[config.mk]
export PLATFORM = sky130hd
export DESIGN_NAME = midpoint_ellipse_rasterizer
export DESIGN_NICKNAME = d
export VERILOG_FILES = /design/src/sv/mer_pkg.sv /design/src/sv/midpoint_ellipse_rasterizer.sv /design/src/sv/mer_ctrl.sv /design/src/sv/mer_datapath.sv
export SDC_FILE = /design/constraint.sdc
export NUM_CORES = 1
export LEC_CHECK = 0
export BUFFER_PORTS_ARGS = -buffer_cell sky130_fd_sc_hd__buf_2
export CAP_MARGIN = 20
export CORE_MARGIN = 1
export CORE_UTILIZATION = 45
export CTS_CLUSTER_DIAMETER = 50
export DETAILED_ROUTE_END_ITERATION = 12
export HOLD_SLACK_MARGIN = 0.05
export PLACE_DENSITY = 0.67
export RECOVER_POWER = 100
export SYNTH_ARGS = -nofsm -noshare
export SYNTH_HDL_FRONTEND = slang
export SYNTH_SLANG_ARGS = --single-unit
[constraint.sdc]
create_clock -name clk -period 7.83 [get_ports clk]
set_input_delay 0 -clock clk [delete_from_list [all_inputs] [get_ports clk]]
set_output_delay 0 -clock clk [all_outputs]
set_load 0.05 [all_outputs]
[src/sv/mer_pkg.sv]
`timescale 1ns / 1ps
// ----------------------------------------------------------------------------
// mer_pkg
// shared command and status types between the ellipse controller and datapath
// ----------------------------------------------------------------------------
package mer_pkg;

    // operand pair fed to the shared multiplier
    typedef enum logic [3:0] {
        MUL_NONE,
        MUL_AA,     // a * a
        MUL_BB,     // b * b
        MUL_AAB,    // a^2 * b
        MUL_SQX,    // (2x+1)^2
        MUL_BBP,    // b^2 * product
        MUL_SQY,    // (y-1)^2
        MUL_AAP,    // a^2 * product
        MUL_AABB    // a^2 * b^2
    } mul_sel_t;

    // update applied to the decision accumulators
    typedef enum logic [2:0] {
        ACC_NONE,
        ACC_INIT1,  // region one start values
        ACC_LOAD,   // decision = product, step terms moved to region two
        ACC_ADD4,   // decision += 4 * product
        ACC_SUB4    // decision -= 4 * product
    } acc_sel_t;

    // point emitted this cycle
    typedef enum logic [1:0] {
        STEP_NONE,
        STEP_START,
        STEP_R1,
        STEP_R2
    } step_t;

    typedef struct packed {
        logic     load;
        logic     ld_aa;
        logic     ld_bb;
        mul_sel_t mul;
        acc_sel_t acc;
        step_t    step;
    } mer_cmd_t;

    typedef struct packed {
        logic out_free;
        logic r1_go;
        logic emit_last;
    } mer_status_t;

endpackage

[src/sv/midpoint_ellipse_rasterizer.sv]
`timescale 1ns / 1ps
// ----------------------------------------------------------------------------
// midpoint_ellipse_rasterizer
// first-quadrant midpoint ellipse point generator
// ----------------------------------------------------------------------------
// s_axis carries one command word, semi-axes a and b of an axis-aligned
// ellipse. m_axis returns the raster points from (0,b) to (x,0), one word per
// point, in_region_two on tuser and the final point flagged by tlast. a new
// command is taken only after the previous run has loaded its last point
// into the output register.
// the first point follows three setup multiplies (a*a, b*b, a^2*b) and an
// init step. each region then yields one point per cycle while the
// receiver keeps up; between the regions come the region exit test and the
// region two setup multiplies. region two is skipped when region one ends
// at y=0.
// rst_n clears the controller to idle and drops m_axis_tvalid. while
// m_axis_tready is low the held word stays put and the step loop waits
// ----------------------------------------------------------------------------
module midpoint_ellipse_rasterizer
    import mer_pkg::*;
#(
    parameter int AXIS_BITS = 5
)
(
    input  logic                                 clk,
    input  logic                                 rst_n,
    input  logic                                 s_axis_tvalid,
    output logic                                 s_axis_tready,
    // semi_axis_x, semi_axis_y
    input  logic [((2*AXIS_BITS+7)/8)*8-1:0]     s_axis_tdata,
    output logic                                 m_axis_tvalid,
    input  logic                                 m_axis_tready,
    // point_x, point_y
    output logic [((2*AXIS_BITS+7)/8)*8-1:0]     m_axis_tdata,
    // in_region_two
    output logic [0:0]                           m_axis_tuser,
    output logic                                 m_axis_tlast
);

    localparam int DATA_W = ((2 * AXIS_BITS + 7) / 8) * 8;

    mer_cmd_t             cmd;
    mer_status_t          status;
    logic [AXIS_BITS-1:0] point_x;
    logic [AXIS_BITS-1:0] point_y;
    logic                 in_region_two;

    mer_ctrl u_ctrl (
        .clk      (clk),
        .rst_n    (rst_n),
        .in_valid (s_axis_tvalid),
        .in_ready (s_axis_tready),
        .status   (status),
        .cmd      (cmd)
    );

    mer_datapath #(
        .AXIS_BITS (AXIS_BITS)
    ) u_datapath (
        .clk           (clk),
        .rst_n         (rst_n),
        .cmd           (cmd),
        .status        (status),
        .semi_axis_x   (s_axis_tdata[AXIS_BITS-1:0]),
        .semi_axis_y   (s_axis_tdata[2*AXIS_BITS-1:AXIS_BITS]),
        .out_valid     (m_axis_tvalid),
        .out_ready     (m_axis_tready),
        .point_x       (point_x),
        .point_y       (point_y),
        .in_region_two (in_region_two),
        .last_point    (m_axis_tlast)
    );

    assign m_axis_tdata = DATA_W'({point_y, point_x});
    assign m_axis_tuser = in_region_two;

endmodule

[src/sv/mer_ctrl.sv]
`timescale 1ns / 1ps
// ----------------------------------------------------------------------------
// mer_ctrl
// sequencer for setup multiplies, region one walk, region two setup and walk
// ----------------------------------------------------------------------------
module mer_ctrl
    import mer_pkg::*;
(
    input  logic        clk,
    input  logic        rst_n,
    input  logic        in_valid,
    output logic        in_ready,
    input  mer_status_t status,
    output mer_cmd_t    cmd
);

    typedef enum logic [3:0] {
        ST_IDLE,
        ST_MUL_AA,
        ST_MUL_BB,
        ST_MUL_AAB,
        ST_INIT,
        ST_START,
        ST_R1,
        ST_R2_SQX,
        ST_R2_BBP,
        ST_R2_LOAD,
        ST_R2_AAP,
        ST_R2_ADD,
        ST_R2_SUB,
        ST_R2
    } state_t;

    state_t state_reg;
    state_t state_next;

    assign in_ready = (state_reg == ST_IDLE);

    always_comb
    begin
        state_next = state_reg;
        cmd        = '0;
        case (state_reg)
            ST_IDLE:
            begin
                if (in_valid)
                begin
                    cmd.load   = 1'b1;
                    state_next = ST_MUL_AA;
                end
            end
            ST_MUL_AA:
            begin
                cmd.mul    = MUL_AA;
                state_next = ST_MUL_BB;
            end
            ST_MUL_BB:
            begin
                cmd.mul    = MUL_BB;
                cmd.ld_aa  = 1'b1;
                state_next = ST_MUL_AAB;
            end
            ST_MUL_AAB:
            begin
                cmd.mul    = MUL_AAB;
                cmd.ld_bb  = 1'b1;
                state_next = ST_INIT;
            end
            ST_INIT:
            begin
                cmd.acc    = ACC_INIT1;
                state_next = ST_START;
            end
            ST_START:
            begin
                if (status.out_free)
                begin
                    cmd.step   = STEP_START;
                    state_next = status.emit_last ? ST_IDLE : ST_R1;
                end
            end
            ST_R1:
            begin
                if (status.r1_go)
                begin
                    if (status.out_free)
                    begin
                        cmd.step = STEP_R1;
                        if (status.emit_last)
                        begin
                            state_next = ST_IDLE;
                        end
                    end
                end
                else
                begin
                    state_next = ST_R2_SQX;
                end
            end
            ST_R2_SQX:
            begin
                cmd.mul    = MUL_SQX;
                state_next = ST_R2_BBP;
            end
            ST_R2_BBP:
            begin
                cmd.mul    = MUL_BBP;
                state_next = ST_R2_LOAD;
            end
            ST_R2_LOAD:
            begin
                cmd.acc    = ACC_LOAD;
                cmd.mul    = MUL_SQY;
                state_next = ST_R2_AAP;
            end
            ST_R2_AAP:
            begin
                cmd.mul    = MUL_AAP;
                state_next = ST_R2_ADD;
            end
            ST_R2_ADD:
            begin
                cmd.acc    = ACC_ADD4;
                cmd.mul    = MUL_AABB;
                state_next = ST_R2_SUB;
            end
            ST_R2_SUB:
            begin
                cmd.acc    = ACC_SUB4;
                state_next = ST_R2;
            end
            ST_R2:
            begin
                if (status.out_free)
                begin
                    cmd.step = STEP_R2;
                    if (status.emit_last)
                    begin
                        state_next = ST_IDLE;
                    end
                end
            end
            default:
            begin
                state_next = ST_IDLE;
            end
        endcase
    end

    always_ff @(posedge clk or negedge rst_n)
    begin
        if (!rst_n)
        begin
            state_reg <= ST_IDLE;
        end
        else
        begin
            state_reg <= state_next;
        end
    end

endmodule

[src/sv/mer_datapath.sv]
`timescale 1ns / 1ps
// ----------------------------------------------------------------------------
// mer_datapath
// shared multiplier, decision accumulators, point counters and output word
// ----------------------------------------------------------------------------
module mer_datapath
    import mer_pkg::*;
#(
    parameter int AXIS_BITS = 5
)
(
    input  logic                 clk,
    input  logic                 rst_n,
    input  mer_cmd_t             cmd,
    output mer_status_t          status,
    input  logic [AXIS_BITS-1:0] semi_axis_x,
    input  logic [AXIS_BITS-1:0] semi_axis_y,
    output logic                 out_valid,
    input  logic                 out_ready,
    output logic [AXIS_BITS-1:0] point_x,
    output logic [AXIS_BITS-1:0] point_y,
    output logic                 in_region_two,
    output logic                 last_point
);

    localparam int SQ_W  = 2 * AXIS_BITS;
    localparam int MUL_W = 2 * AXIS_BITS + 2;
    localparam int PRD_W = 2 * MUL_W;
    localparam int DEC_W = 4 * AXIS_BITS + 8;
    localparam int CNT_W = AXIS_BITS + 1;
    localparam logic [CNT_W-1:0] MAX_PTS = CNT_W'(2 * (2 ** AXIS_BITS - 1) + 1);

    logic [AXIS_BITS-1:0]    a_reg;
    logic [AXIS_BITS-1:0]    x_reg;
    logic [AXIS_BITS-1:0]    y_reg;
    logic [SQ_W-1:0]         aa_reg;
    logic [SQ_W-1:0]         bb_reg;
    logic [PRD_W-1:0]        prod_reg;
    logic signed [DEC_W-1:0] dec_reg;
    logic signed [DEC_W-1:0] l_reg;     // a^2 (2y-1)
    logic signed [DEC_W-1:0] r_reg;     // 2 b^2 (x+1)
    logic signed [DEC_W-1:0] t_reg;     // x step term
    logic signed [DEC_W-1:0] u_reg;     // y step term
    logic [CNT_W-1:0]        n_reg;

    logic                    out_valid_reg;
    logic [AXIS_BITS-1:0]    out_x_reg;
    logic [AXIS_BITS-1:0]    out_y_reg;
    logic                    out_r2_reg;
    logic                    out_last_reg;

    logic [MUL_W-1:0]        mul_a;
    logic [MUL_W-1:0]        mul_b;
    logic signed [DEC_W-1:0] aa_w;
    logic signed [DEC_W-1:0] bb_w;
    logic signed [DEC_W-1:0] prod_w;
    logic                    dec_neg;
    logic [AXIS_BITS-1:0]    y_dec;
    logic [AXIS_BITS-1:0]    y_r1;
    logic                    cap_next;
    logic                    emit;
    logic                    emit_last;
    logic [AXIS_BITS-1:0]    emit_x;
    logic [AXIS_BITS-1:0]    emit_y;

    assign aa_w    = DEC_W'(aa_reg);
    assign bb_w    = DEC_W'(bb_reg);
    assign prod_w  = DEC_W'(prod_reg);
    assign dec_neg = dec_reg[DEC_W-1];
    assign y_dec   = y_reg - AXIS_BITS'(1);
    assign y_r1    = dec_neg ? y_reg : y_dec;
    assign cap_next = (n_reg == MAX_PTS - CNT_W'(1));
    assign emit    = (cmd.step != STEP_NONE);

    always_comb
    begin
        mul_a = '0;
        mul_b = '0;
        case (cmd.mul)
            MUL_AA:
            begin
                mul_a = MUL_W'(a_reg);
                mul_b = MUL_W'(a_reg);
            end
            MUL_BB:
            begin
                mul_a = MUL_W'(y_reg);
                mul_b = MUL_W'(y_reg);
            end
            MUL_AAB:
            begin
                mul_a = MUL_W'(aa_reg);
                mul_b = MUL_W'(y_reg);
            end
            MUL_SQX:
            begin
                mul_a = MUL_W'({x_reg, 1'b1});
                mul_b = MUL_W'({x_reg, 1'b1});
            end
            MUL_BBP:
            begin
                mul_a = MUL_W'(bb_reg);
                mul_b = prod_reg[MUL_W-1:0];
            end
            MUL_SQY:
            begin
                mul_a = MUL_W'(y_dec);
                mul_b = MUL_W'(y_dec);
            end
            MUL_AAP:
            begin
                mul_a = MUL_W'(aa_reg);
                mul_b = prod_reg[MUL_W-1:0];
            end
            MUL_AABB:
            begin
                mul_a = MUL_W'(aa_reg);
                mul_b = MUL_W'(bb_reg);
            end
            default:
            begin
                mul_a = '0;
                mul_b = '0;
            end
        endcase
    end

    always_comb
    begin
        emit_x    = x_reg;
        emit_y    = y_reg;
        emit_last = 1'b0;
        case (cmd.step)
            STEP_START:
            begin
                emit_x    = x_reg;
                emit_y    = y_reg;
                emit_last = (y_reg == '0) || cap_next;
            end
            STEP_R1:
            begin
                emit_x    = x_reg + AXIS_BITS'(1);
                emit_y    = y_r1;
                emit_last = (y_r1 == '0) || cap_next;
            end
            STEP_R2:
            begin
                emit_x    = dec_neg ? x_reg + AXIS_BITS'(1) : x_reg;
                emit_y    = y_dec;
                emit_last = (y_dec == '0) || cap_next;
            end
            default:
            begin
                emit_last = 1'b0;
            end
        endcase
    end

    assign status.emit_last = emit_last;
    assign status.out_free  = !out_valid_reg || out_ready;
    assign status.r1_go     = (l_reg > r_reg) && (n_reg != MAX_PTS);

    // payload registers
    always_ff @(posedge clk)
    begin
        if (cmd.load)
        begin
            a_reg <= semi_axis_x;
            x_reg <= '0;
            y_reg <= semi_axis_y;
        end
        else if (cmd.step == STEP_R1)
        begin
            x_reg <= x_reg + AXIS_BITS'(1);
            y_reg <= y_r1;
        end
        else if (cmd.step == STEP_R2)
        begin
            x_reg <= emit_x;
            y_reg <= y_dec;
        end

        if (cmd.mul != MUL_NONE)
        begin
            prod_reg <= PRD_W'(mul_a) * PRD_W'(mul_b);
        end
        if (cmd.ld_aa)
        begin
            aa_reg <= prod_reg[SQ_W-1:0];
        end
        if (cmd.ld_bb)
        begin
            bb_reg <= prod_reg[SQ_W-1:0];
        end

        case (cmd.acc)
            ACC_INIT1:
            begin
                dec_reg <= (bb_w <<< 2) - (prod_w <<< 2) + aa_w;
                l_reg   <= (prod_w <<< 1) - aa_w;
                r_reg   <= bb_w <<< 1;
                t_reg   <= (bb_w <<< 3) + (bb_w <<< 2);
                u_reg   <= (aa_w <<< 3) - (prod_w <<< 3);
            end
            ACC_LOAD:
            begin
                // region two uses 4b^2(2x+2) and 4a^2(3-2y)
                dec_reg <= prod_w;
                t_reg   <= t_reg - (bb_w <<< 2);
                u_reg   <= u_reg + (aa_w <<< 2);
            end
            ACC_ADD4:
            begin
                dec_reg <= dec_reg + (prod_w <<< 2);
            end
            ACC_SUB4:
            begin
                dec_reg <= dec_reg - (prod_w <<< 2);
            end
            default:
            begin
                case (cmd.step)
                    STEP_R1:
                    begin
                        r_reg <= r_reg + (bb_w <<< 1);
                        t_reg <= t_reg + (bb_w <<< 3);
                        if (dec_neg)
                        begin
                            dec_reg <= dec_reg + t_reg;
                        end
                        else
                        begin
                            dec_reg <= dec_reg + t_reg + u_reg;
                            l_reg   <= l_reg - (aa_w <<< 1);
                            u_reg   <= u_reg + (aa_w <<< 3);
                        end
                    end
                    STEP_R2:
                    begin
                        u_reg <= u_reg + (aa_w <<< 3);
                        if (dec_neg)
                        begin
                            dec_reg <= dec_reg + t_reg + u_reg;
                            t_reg   <= t_reg + (bb_w <<< 3);
                        end
                        else
                        begin
                            dec_reg <= dec_reg + u_reg;
                        end
                    end
                    default:
                    begin
                        dec_reg <= dec_reg;
                    end
                endcase
            end
        endcase

        if (emit)
        begin
            out_x_reg    <= emit_x;
            out_y_reg    <= emit_y;
            out_r2_reg   <= (cmd.step == STEP_R2);
            out_last_reg <= emit_last;
        end
    end

    // control registers
    always_ff @(posedge clk or negedge rst_n)
    begin
        if (!rst_n)
        begin
            n_reg         <= '0;
            out_valid_reg <= 1'b0;
        end
        else
        begin
            if (cmd.load)
            begin
                n_reg <= '0;
            end
            else if (emit)
            begin
                n_reg <= n_reg + CNT_W'(1);
            end

            if (emit)
            begin
                out_valid_reg <= 1'b1;
            end
            else if (out_ready)
            begin
                out_valid_reg <= 1'b0;
            end
        end
    end

    assign out_valid     = out_valid_reg;
    assign point_x       = out_x_reg;
    assign point_y       = out_y_reg;
    assign in_region_two = out_r2_reg;
    assign last_point    = out_last_reg;

endmodule
# --- Yosys cells after proc, flatten, opt, wreduce, memory -nomap -nowiden ---
# Index checks and enable logic that the tools add are counted.
totals:
  latchBits: 0
  input_bits: 20
  ram_bits: 0
  regBits: 222
  memories: 0
  mem_bits_ro: 0
op_classes:
  n_mul: 1
  n_addsub: 19
  order_cmp: 1
  bitwise: 2
  eq_ne: 35
  reduce_logical: 29
  muxes: 49
  div_mod_pow: 0
  shift: 0
ops:
  columns: ["cell", "count"]
  rows:
  - ["28-bit one-hot mux with 2 select lines", 5]
  - ["28-bit two-way mux", 7]
  - ["28-bit one-hot mux with 3 select lines", 2]
  - ["28-bit one-hot mux with 4 select lines", 1]
  - ["28-bit adder", 3]
  - ["12-bit one-hot mux with 6 select lines", 1]
  - ["10-bit one-hot mux with 6 select lines", 1]
  - ["28-bit by 14-bit adder with 28-bit output", 2]
  - ["4-bit one-hot mux with 14 select lines", 1]
  - ["5-bit two-way mux", 7]
  - ["4-bit by 3-bit equality test with 1-bit output, second input constant", 8]
  - ["4-bit one-hot mux with 8 select lines", 1]
  - ["28-bit by 11-bit adder with 28-bit output", 1]
  - ["28-bit by 12-bit adder with 28-bit output", 1]
  - ["28-bit by 13-bit adder with 28-bit output", 1]
  - ["28-bit by 27-bit adder with 28-bit output", 1]
  - ["4-bit equality test, second input constant", 7]
  - ["28-bit greater-than comparator", 1]
  - ["13-bit by 27-bit subtractor with 28-bit output", 1]
  - ["28-bit by 12-bit subtractor with 28-bit output", 1]
  - ["28-bit by 13-bit subtractor with 28-bit output", 1]
  - ["28-bit by 27-bit subtractor with 28-bit output", 1]
  - ["12-bit by 26-bit subtractor with 27-bit output", 1]
  - ["25-bit by 10-bit subtractor with 26-bit output", 1]
  - ["other kinds (40)", 79]

# --- Longest topological paths before layout ---
# Gate-level depths: netlist of run 1.
depth:
  ltp_word: 11
  mapped_depth: 28

# --- Cells and area by module ---
# From an unflattened synthesis of run 1, not the netlist that was laid out.
hier_totals:
  hier_cells: 3135
  hier_area_um2: 26555.5
modules_own_cells:
  columns: ["module", "cells_each", "n_inst", "area_each_um2", "seq_area_each_um2"]
  rows:
  - ["mer_datapath", 3072, 1, 26102.5, 6281.0]
  - ["mer_ctrl", 56, 1, 404.1, 100.1]
  - ["midpoint_ellipse_rasterizer", 7, 1, 48.8, 0.0]

# --- Worst setup path before layout of run 1 ---
# OpenSTA, ideal clock, no wires.
synth_path:
  kind: "flip-flop to flip-flop"
  from: "reg u_datapath.y_reg[0]"
  to: "reg u_datapath.prod_reg[20] (data pin)"
  n_path_buf: 0
  setup_slack_ps: 887
  t_required_ps: 7564
  path_stages_with_launch: 29
  arrival_ps: 6677
  cell_sequence: "edfxtp_1 > inv_1 > ha_1 > nor3b_1 > xnor2_1 > o21ai_0 > a211oi_1 > inv_1 > nand2_1 > fa_1 > inv_1 > fa_1 > ha_1 > fa_1 > inv_1 > fa_1 > inv_1 > ha_1 > inv_1 > o21bai_1 > a21oi_1 > o21bai_1 > a21oi_1 > o2111ai_1 > a31oi_1 > nand2b_1 > a21boi_0 > o41ai_1 > xnor2_1"
synth_between:
  elab_chain_cells: 3
synth_rtl:
  columns: ["item", "line_no", "text"]
  rows:
  - ["from (decl)", "mer_datapath.sv:35", "logic [AXIS_BITS-1:0] y_reg;"]
  - ["from (signal assigned)", "mer_datapath.sv:170", "y_reg <= semi_axis_y;"]
  - ["from (signal assigned)", "mer_datapath.sv:175", "y_reg <= y_r1;"]
  - ["from (signal assigned)", "mer_datapath.sv:180", "y_reg <= y_dec;"]
  - ["5-bit by 1-bit subtractor with 5-bit output", "mer_datapath.sv:70", "assign y_dec = y_reg - AXIS_BITS'(1);"]
  - ["10-bit one-hot mux with 6 select lines / 12-bit one-hot mux with 6 select lines (equally long branches)", "mer_datapath.sv:79", "case (cmd.mul)"]
  - ["10-bit by 12-bit multiplier with 22-bit output *", "mer_datapath.sv:185", "prod_reg <= PRD_W'(mul_a) * PRD_W'(mul_b);"]
  - ["to (signal assigned)", "mer_datapath.sv:185", null]
  - ["to (decl)", "mer_datapath.sv:38", "logic [PRD_W-1:0] prod_reg;"]
# Mark *: on every way between the ends. The rest lies on a longest branch, timed or not.
# A chain may end at the register's enable or synchronous reset.

# --- Final worst setup path of run 1 ---
layout_path:
  from: "reg u_ctrl.state_reg[0]"
  to: "reg u_datapath.u_reg[15] (data pin)"
layout_between:
  elab_chain_cells: 5
layout_rtl:
  columns: ["item", "line_no", "text"]
  rows:
  - ["from (decl)", "mer_ctrl.sv:34", "state_t state_reg;"]
  - ["from (signal assigned)", "mer_ctrl.sv:158", "state_reg <= state_next;"]
  - ["4-bit equality test / 4-bit by 3-bit equality test with 1-bit output (equally long branches)", "mer_ctrl.sv:43", "case (state_reg)"]
  - ["2-bit one-hot mux with 3 select lines / 3-bit one-hot mux with 4 select lines (equally long branches)", "mer_ctrl.sv:43", null]
  - ["2-bit equality test (tied with other cells)", "mer_datapath.sv:222", "case (cmd.step)"]
  - ["28-bit one-hot mux with 2 select lines / 2-bit OR reduction (equally long branches)", null, null]
  - ["28-bit one-hot mux with 3 select lines *", "mer_datapath.sv:196", "case (cmd.acc)"]
  - ["to (signal assigned)", "mer_datapath.sv:203", "u_reg <= (aa_w <<< 3) - (prod_w <<< 3);"]
  - ["to (signal assigned)", "mer_datapath.sv:210", "u_reg <= u_reg + (aa_w <<< 2);"]
  - ["to (signal assigned)", "mer_datapath.sv:235", "u_reg <= u_reg + (aa_w <<< 3);"]
  - ["to (decl)", "mer_datapath.sv:43", "logic signed [DEC_W-1:0] u_reg;"]
# Marked as above.

==> results of run 1 <==
-- per-stage QoR --
step | cells | hold WS [ns] | utilization [%] | setup slack (ns)
final | 3835 | 0.1349 | 50.13 | 0.4021
after global routing | 3835 | 0.1368 | 50.13 | 0.006679
after CTS | 3835 | 0.1076 | 50.31 | 0.2507
after detailed placement | 3741 | -0.1052 | 47.43 | 0.3326
after global placement | 3741 | -0.1079 | 47.43 | 0.4382
after floorplan | 3014 | -0.2956 | - | 0.8873
-- kinds of logic after synthesis --
group	share of synthesized area (%)
AND/OR/NAND/NOR	17.01
AO/OA/AOI/OAI	20.60
adder cells (fa/ha/maj)	21.60
buffers and inverters	5.406
XOR/XNOR	9.682
flip-flops	24.69
multiplexers	0.9922
other	0.01465
-- worst register-to-register path: stages (launching register included) --
cell and delay (ns):
dfrtp_1 0.51, clkbuf_1 0.51, nor2_1 0.25, nand2b_1 1.49
clkinv_2 1.50, nor2_2 1.10, clkbuf_1 1.10, a22oi_1 0.25
o32ai_1 0.41, a31o_2 0.16
-- synth_stat cells, types with 24 or more instances --
library cell	count
nor3_1	74
o31ai_1	25
o21a_1	28
a21boi_0	32
a21o_1	63
a211oi_1	25
and2_1	25
xor2_1	70
and3_1	24
a31oi_1	32
nand3_1	51
fa_1	90
nand2_1	293
clkbuf_1	87
o21bai_1	36
nand2b_1	31
o211ai_1	37
a21oi_1	202
a22oi_1	32
ha_1	298
nor2_1	255
o21ai_0	181
edfxtp_1	198
or3_1	27
inv_1	251
xnor2_1	213
nor2b_1	43
-- cells in the final DEF (no fill, tap or decap), types with 51 or more instances in the layout --
master    count
a21oi_1     202
a21o_1       63
fa_1         90
xor2_1       70
inv_1       250
nor3_1       74
o21ai_0     180
ha_1        298
nor2_1      254
nand3_1      51
edfxtp_1    198
xnor2_1     213
nand2_1     293
-- per-layer routing --
metal	vias to the layer above	share of wire [%]	track usage (%)
met4	0	2.9	9.130
met2	857	46	43.50
met5	-	0	0
li1	10890	-	-
met3	157	6.7	3.134
met1	11190	44	37.00
-- how the worst min path moves through the flow --
stage	from	end	slack, ns	cells past startpoint
6_report	s_axis_tdata[2]	u_datapath.a_reg[2]	0.13	2
5_1_grt	s_axis_tdata[2]	u_datapath.a_reg[2]	0.14	2
4_1_cts	s_axis_tdata[0]	u_datapath.a_reg[0]	0.11	2
3_5_place_dp	rst_n	u_datapath.out_valid	-0.11	1
3_3_place_gp	rst_n	u_ctrl.state_reg[3]	-0.11	1
2_1_floorplan	rst_n	u_ctrl.state_reg[0]	-0.30	0
-- cell type report --
cell class	instances	share of cell area, %
Clock inverter	34	1.304
Clock buffer	46	3.930
Tap cell	756	3.353
Timing Repair Buffer	93	2.067
Sequential cell	214	22.41
Inverter	253	3.371
Multi-Input combinational cell	2439	63.57
-- what timing repair did --
item,in CTS,in global routing
setup buffers,0,0
hold endpoints to repair,23,0
endpoints found under the setup margin,0,3
gates resized for setup,0,2
hold buffers,14,0
==> out/results.txt, run 1 <==
# rows: 87
Worst min path class: input port to flip-flop
Final #Nets: 3452
Drt total wl: 78360 um
Via density: 6.021
Top-area cell type share of the netlist area: 23.23%
Max cap viols: 9
Yosys Warn Count: 0
CP Cell Sequence: clkbuf_1 -> nor2_1 -> nand2b_1 -> clkinv_2 -> nor2_2 -> clkbuf_1 -> a22oi_1 -> o32ai_1 -> a31o_2
Port bufs: 27
Core area: 0.05628 sq mm
Final worst path period share: 94.86%
Failing checks: max-capacitance violations, max-slew violations
I/O pin count: 40
Drt initial violations: 1849
Antenna violations before repair: 0
Ranking of synthesized cells by area: edfxtp_1, ha_1, xnor2_1
# DRC: 0
FF-to-FF path depth: 9
Reg clk slew, reported paths: 0.06 ns
RSZ-0062 raised after global routing: false
Crit path time final: 7.428 ns
Syn-to-layout area delta: 10.20%
Critical path's slowest cell: nand2b_1
Vias in the first global route: 22.34k
CTS tree: done
Mapped Cells: 3008
Max reg flops: 28
Post-synth EDFFs: 198
Crit start category: flip-flop
Clock sinks: 214
Drt wl/cell: 20.43 um
Average cell area after synthesis: 8.510 sq um
R2R Setup Slk: 0.40 ns
Worst-margin pin slew: 2.621 ns
Yosys top cell by area: edfxtp_1
Top delay family on crit path: buffers and inverters
Setup_tns: 0 ns
CP startpoint: u_ctrl.state_reg[0]
Final setup violation count: 0
Diode count: 0
Worst stage delay on the critical path: 1.49 ns
Placed cell area: 0.02669 sq mm
Pins Over Slew Limit: 306
Clock Tree Root: clkbuf_16
Buffer and inverter count on the worst path: 3
Slew headroom: -74.76%
Finished Cell Area: 0.02821 sq mm
Hpwl dp: 61090 um
Crit path kind: flip-flop to flip-flop
Initial core utilization: 45.49%
Critical path required time: 8.26 ns
CP Data Arrival Time: 7.86 ns
CP endpoint: u_datapath.u_reg[15]
Fill count: 5340
CTS H-Tree Depth: 2
Worst r2r src: u_ctrl.state_reg[0]
Die H: 240.5 um
Layout cells sized above 1: 5.067%
Sequential share of the synthesized area: 24.69%
Skew-Pair Late Insertion Delay: 0.59 ns
DR pass1 iterations: 5
Register Area: 0.006321 sq mm
Gpl congestion: 0.9496
Status: complete, but fails checks
Final hold viol count: 0
Largest net degree at the start of global routing: 58
Fmax: 134.6 MHz
Total Routing Usage GR: 26.86%
Seq cells post-synth: 214
CP most frequent cell: clkbuf_1
Die footprint: 0.05785 sq mm
Clk_skew: 0.03302 ns
Critical Path Sink Type: flip-flop
Clock tree buffer depth: 3
Main synth FF type: edfxtp_1
CP Depth: 9
Remaining antenna violation count: 0
First-pass GRT wire length: 121700 um
Die X-Extent: 240.5 um
Num CTS Buffers: 43
Async S/R FF share, synth: 5.140%
Synthesized area: 0.02560 sq mm
Aggregate global routing overflow: 0
Netlist cell types: 88
Worst r2r dst: u_datapath.u_reg[15]
Area of the multi-input gates: 0.01793 sq mm
Via count: 23.09k
Peak fanout along the critical path: 56
Power of run 1 is left out: the tool's default activity adds up to more than one toggle a clock period on the data nets, which glitch-free logic cannot reach.
==> run 2: changes to the inputs <==
--- a/config.mk
+++ b/config.mk
@@ -9,10 +9,11 @@
 export CAP_MARGIN = 20
 export CORE_MARGIN = 1
 export CORE_UTILIZATION = 45
+export CTS_BUF_LIST = sky130_fd_sc_hd__clkbuf_8
 export CTS_CLUSTER_DIAMETER = 50
 export DETAILED_ROUTE_END_ITERATION = 12
 export HOLD_SLACK_MARGIN = 0.05
-export PLACE_DENSITY = 0.67
+export PLACE_DENSITY = 0.62
 export RECOVER_POWER = 100
 export SYNTH_ARGS = -nofsm -noshare
 export SYNTH_HDL_FRONTEND = slang
==> out/results.txt, run 2 (synthesis gave the netlist of run 1 again) <==
Clk_skew: 0.04163 ns (+0.008609 ns)
Worst-margin pin slew: 4.191 ns (+1.570 ns)
Via count: 23.17k (+0.36%)
Max cap viols: 13 (+4)
Crit path time final: 7.222 ns (-0.2056 ns)
Num CTS Buffers: 47 (+9.3%)
Skew-Pair Late Insertion Delay: 0.65 ns (+0.06 ns)
Remaining antenna violation count: 0 (unchanged)
Met3 routed WL: 5613 um (+7.1%)
Worst r2r dst: u_datapath.prod_reg[20]
Final #Nets: 3463 (+0.32%)
CTS tree: done
Critical path's slowest cell: fa_1
First-pass GRT wire length: 125400 um (+3.0%)
Met1 WL: 36120 um (+3.8%)
Hold path start: s_axis_tdata[4]
Aggregate global routing overflow: 0 (unchanged)
Largest net degree at the start of global routing: 70 (+21%)
Critical Path Sink Type: flip-flop
Fmax: 138.5 MHz (+2.8%)
Final hold viol count: 0 (unchanged)
Setup_tns: 0 ns (unchanged)
CP most frequent cell: inv_1
Vias in the first global route: 22.67k (+1.5%)
Hpwl dp: 62390 um (+2.1%)
Met2 wire len: 36980 um (+2.6%)
Antenna violations before repair: 1 (+1)
Worst stage delay on the critical path: 0.55 ns (-0.94 ns)
Worst min path class: input port to flip-flop
Clock sinks: 214 (unchanged)
Crit path kind: flip-flop to flip-flop
Clock tree buffer depth: 3 (unchanged)
Commonest non-fill, non-tap cell in the layout: ha_1
Die footprint: 0.05785 sq mm (unchanged)
Drt initial violations: 1895 (+2.5%)
Top Layer Used: met4
Initial core utilization: 45.49% (unchanged)
Gpl congestion: 0.9310 (-2.0%)
Layout cells sized above 1: 4.592% (-0.47 points)
Drt wl/cell: 21.07 um (+3.1%)
Critical path required time: 8.18 ns (-0.08 ns)
Core area: 0.05628 sq mm (unchanged)
Clock Tree Root: clkbuf_8
Die X-Extent: 240.5 um (unchanged)
Via density: 6.021 (about the same)
Crit start category: flip-flop
Pins Over Slew Limit: 434 (+42%)
CP Data Arrival Time: 7.58 ns (-0.28 ns)
I/O pin count: 40 (unchanged)
WHS Path Cells: 2 (unchanged)
Port bufs: 27 (unchanged)
Buffer and inverter count on the worst path: 6 (+3)
# DRC: 0 (unchanged)
Failing checks: max-capacitance violations, max-slew violations
R2R Setup Slk: 0.61 ns (+0.21 ns)
Final worst path period share: 92.24% (-2.6 points)
DR pass1 iterations: 6 (+1)
Min-Delay Endpoint: u_datapath.a_reg[4]
RSZ-0062 raised after global routing: false
# rows: 87 (unchanged)
Status: complete, but fails checks
FF-to-FF path depth: 28 (+19)
Peak fanout along the critical path: 6 (-89%)
Slew headroom: -179.4% (-100 points)
Syn-to-layout area delta: 8.309%
Final setup violation count: 0 (unchanged)
CTS H-Tree Depth: 2 (unchanged)
Worst r2r src: u_datapath.y_reg[0]
Drt total wl: 81110 um (+3.5%)
Reg clk slew, reported paths: 0.06 ns (about the same)
Max reg flops: 28 (unchanged)
Die H: 240.5 um (unchanged)
Most frequent cells in the layout: ha_1, nand2_1, inv_1
Top delay family on crit path: adder cells
Total Routing Usage GR: 27.89% (+1.0 points)
-- run 2: changes by cell type in the layout (fill, tap and decap cells not counted), moves of 3 or more --
cell,before,now
clkbuf_1,32,40
clkbuf_16,44,0
clkinv_4,7,0
buf_4,34,28
inv_1,250,264
dlygate4sd3_1,14,18
clkbuf_8,0,47
clkinv_1,6,9
inv_8,3,0
-- run 2: routing by layer --
layer / up-vias / GRT usage [%]
met4: 0 / 9.033
met5: - / 0
met3: 158 / 4.087
met1: 11230 / 38.36
li1: 10890 / -
met2: 890 / 44.78
-- run 2: area by class of cell --
class                   instances  area [sq um]
diodes                          1         2.502
repair buffers                100         610.6
multi-input cells            2439         17940
clock inverters                39         307.8
well taps                     756         945.9
fillers                      5382         28550
clock buffers                  47         646.9
inverters                     253         950.9
flip-flops and latches        214          6321
-- run 2: what timing repair did --
| item | in CTS | in global routing |
|---|---|---|
| hold buffers | 18 | 0 |
| resized for setup | 0 | 5 |
| endpoints found under the setup margin | 0 | 3 |
| endpoints found under the hold margin | 29 | 0 |
| setup buffers | 0 | 0 |
-- run 2: metrics by stage --
stage                     hold WS, ns  instances  worst slack [ns]  utilization, %  instance area (sq um)
after floorplan               -0.2956       3014            0.8873               -                  25620
after global placement        -0.1173       3742            0.3757           47.45                  26700
after detailed placement      -0.1129       3743            0.3043           47.46                  26710
after CTS                     0.05343       3847            0.2164           49.48                  27840
after global routing          0.09922       3849            0.1123           49.27                  27730
final                          0.1210       3849            0.6077           49.27                  27730
-- run 2: worst max-delay path by stage --
stage | startpoint | endpoint | slack (ns) | cells after the start
2_1_floorplan | u_datapath.y_reg[0] | u_datapath.prod_reg[20] | 0.89 | 28
3_3_place_gp | u_datapath.y_reg[0] | u_datapath.prod_reg[21] | 0.38 | 27
3_5_place_dp | u_datapath.y_reg[0] | u_datapath.prod_reg[21] | 0.30 | 27
4_1_cts | u_datapath.y_reg[0] | u_datapath.prod_reg[21] | 0.22 | 27
5_1_grt | u_ctrl.state_reg[1] | u_datapath.prod_reg[21] | 0.11 | 26
6_report | u_datapath.y_reg[0] | u_datapath.prod_reg[20] | 0.61 | 28
-- run 2: worst reg2reg max path: cells and delay by family, from the launching register on --
family / cells / cell delay [ns]
AO/OA/AOI/OAI: 10 / 2.07
XOR/XNOR: 2 / 0.31
adder cells (fa/ha/maj): 7 / 2.90
buffers and inverters: 6 / 0.60
flip-flops: 1 / 0.48
AND/OR/NAND/NOR: 3 / 0.59
Power of run 2 is left out for the same reason.
==> run 3: changes to the inputs <==
--- a/config.mk
+++ b/config.mk
@@ -9,12 +9,12 @@
 export CAP_MARGIN = 20
 export CORE_MARGIN = 1
 export CORE_UTILIZATION = 45
-export CTS_BUF_LIST = sky130_fd_sc_hd__clkbuf_8
 export CTS_CLUSTER_DIAMETER = 50
 export DETAILED_ROUTE_END_ITERATION = 12
 export HOLD_SLACK_MARGIN = 0.05
-export PLACE_DENSITY = 0.62
+export PLACE_DENSITY = 0.65
 export RECOVER_POWER = 100
+export REMOVE_ABC_BUFFERS = 1
 export SYNTH_ARGS = -nofsm -noshare
 export SYNTH_HDL_FRONTEND = slang
 export SYNTH_SLANG_ARGS = --single-unit
==> constraint.sdc (replaced) <==
create_clock -name clk -period 6 [get_ports clk]
set_input_delay 0 -clock clk [delete_from_list [all_inputs] [get_ports clk]]
set_output_delay 0 -clock clk [all_outputs]
set_load 0.05 [all_outputs]
==> out/results.txt, run 3 (synthesis gave the netlist of run 1 again) <==
Antenna violations before repair: 0 (-1)
Clock tree buffer depth: 3 (unchanged)
Core area: 0.05628 sq mm (unchanged)
Crit path time final: 6.049 ns (-1.173 ns)
Critical path required time: 6.31 ns (-1.87 ns)
Die H: 240.5 um (unchanged)
Remaining antenna violation count: 0 (unchanged)
Die X-Extent: 240.5 um (unchanged)
Skew-Pair Late Insertion Delay: 0.57 ns (-0.08 ns)
Layout cells sized above 1: 13.24% (+8.6 points)
I/O pin count: 40 (unchanged)
# rows: 87 (unchanged)
Via count: 23.91k (+3.2%)
Peak fanout along the critical path: 5 (-1)
Drt initial violations: 1678 (-11%)
Crit start category: flip-flop
Max cap viols: 7 (-6)
RSZ-0062 raised after global routing: true
Crit path kind: flip-flop to flip-flop
Pins Over Slew Limit: 263 (-39%)
# DRC: 0 (unchanged)
Critical Path Sink Type: flip-flop
Clk_skew: 0.02926 ns (-0.01237 ns)
Via density: 5.949 (-1.2%)
Reg clk slew, reported paths: 0.06 ns (about the same)
Aggregate global routing overflow: 0 (unchanged)
Largest net degree at the start of global routing: 56 (-20%)
Hold Slack: 0.1630 ns (+0.04195 ns)
Final hold viol count: 0 (unchanged)
Clock Tree Root: clkbuf_16
Worst-margin pin slew: 2.987 ns (-1.204 ns)
Port bufs: 27 (unchanged)
Worst min path class: input port to flip-flop
Final worst path period share: 100.8% (+8.6 points)
Commonest non-fill, non-tap cell in the layout: ha_1
Num CTS Buffers: 39 (-17%)
Drt total wl: 84680 um (+4.4%)
Most frequent cells in the layout: ha_1, nand2_1, nor2_1
Hpwl dp: 66430 um (+6.5%)
Final core occ: 53.51% (+4.2 points)
Slew headroom: -99.14% (+80 points)
Total Routing Usage GR: 29.26% (+1.4 points)
Final #Nets: 3640 (+5.1%)
Die footprint: 0.05785 sq mm (unchanged)
Gpl congestion: 0.9301 (about the same)
Syn-to-layout area delta: 17.63%
DP Cell Count: 3900 (+4.2%)
Fmax: 165.3 MHz (+19%)
Status: complete, but fails checks
Diode count: 0 (-1)
Initial core utilization: 45.49% (unchanged)
Drt wl/cell: 21.07 um (about the same)
Failing checks: max-capacitance violations, max-slew violations, negative setup slack
Final setup violation count: 4 (+4)
First-pass GRT wire length: 131900 um (+5.2%)
Finished Layout Cells: 4019 (+4.4%)
CTS H-Tree Depth: 2 (unchanged)
DR pass1 iterations: 5 (-1)
Vias in the first global route: 23.91k (+5.5%)
Pre-CTS WS: -0.8511 ns (-1.155 ns)
CTS tree: done
Clock sinks: 214 (unchanged)
Max reg flops: 28 (unchanged)
CP Data Arrival Time: 6.36 ns (-1.22 ns)
Worst setup margin: -0.04946 ns (-0.6572 ns)
[run 3: worst max-delay path, stage by stage, from the launching register on]
cell       delay (ns)
edfxtp_1         0.43
inv_2            0.12
ha_4             0.14
nor3b_4          0.25
xnor2_2          0.17
o21ai_2          0.12
a211oi_2         0.29
buf_4            0.18
buf_6            0.11
nor2_2           0.04
fa_1             0.47
inv_1            0.05
fa_1             0.49
inv_2            0.04
fa_1             0.46
fa_1             0.51
inv_1            0.05
fa_1             0.53
inv_2            0.05
ha_4             0.24
a21oi_4          0.17
o2111ai_2        0.14
a31oi_2          0.24
nand2b_4         0.16
a21boi_2         0.06
o41ai_2          0.23
xnor2_1          0.09
[run 3: final timing paths]
check | from | endpoint | slack, ns | cells past startpoint
worst max register to register | u_datapath.y_reg[1] | u_datapath.prod_reg[20] | -0.05 | 26
min in group asynchronous | rst_n | u_datapath.n_reg[0] | 0.54 | 3
max in group asynchronous | rst_n | u_ctrl.state_reg[3] | 5.03 | 3
worst min register to register | u_datapath.n_reg[4] | u_datapath.n_reg[4] | 0.51 | 1
worst max-delay path | u_datapath.y_reg[1] | u_datapath.prod_reg[20] | -0.05 | 26
worst min-delay path | s_axis_tdata[2] | u_datapath.a_reg[2] | 0.16 | 2
[run 3: timing repair]
item	in CTS	in global routing
resized for setup	112	41
pin swaps	65	28
endpoints found under the setup margin	12	11
hold buffers	14	0
endpoints found under the hold margin	23	0
buffers inserted	20	15
[run 3: final cells by class]
class,count,area [sq um]
Timing Repair Buffer,285,2039
Multi-Input combinational cell,2439,18550
Clock inverter,26,296.5
Sequential cell,214,6322
Fill cell,5203,26170
Tap cell,756,945.9
Inverter,253,950.9
Clock buffer,46,1012
[run 3: per-layer routing]
metal,vias up,share of wire (%),global-route usage [%]
li1,11250,-,-
met1,11740,42,37.39
met2,763,49,51.01
met3,158,5.9,3.674
met4,0,2.8,9.207
met5,-,0,0
[run 3: per-stage QoR]
step | setup TNS [ns] | cell area (sq um)
floorplan | -133.98 | 25190
global placement | -4.009 | 27880
detailed placement | -5.647 | 27890
CTS | -0.02321 | 29980
global route | -1.377 | 30110
finish | -0.1426 | 30110
Power of run 3 is left out for the same reason.
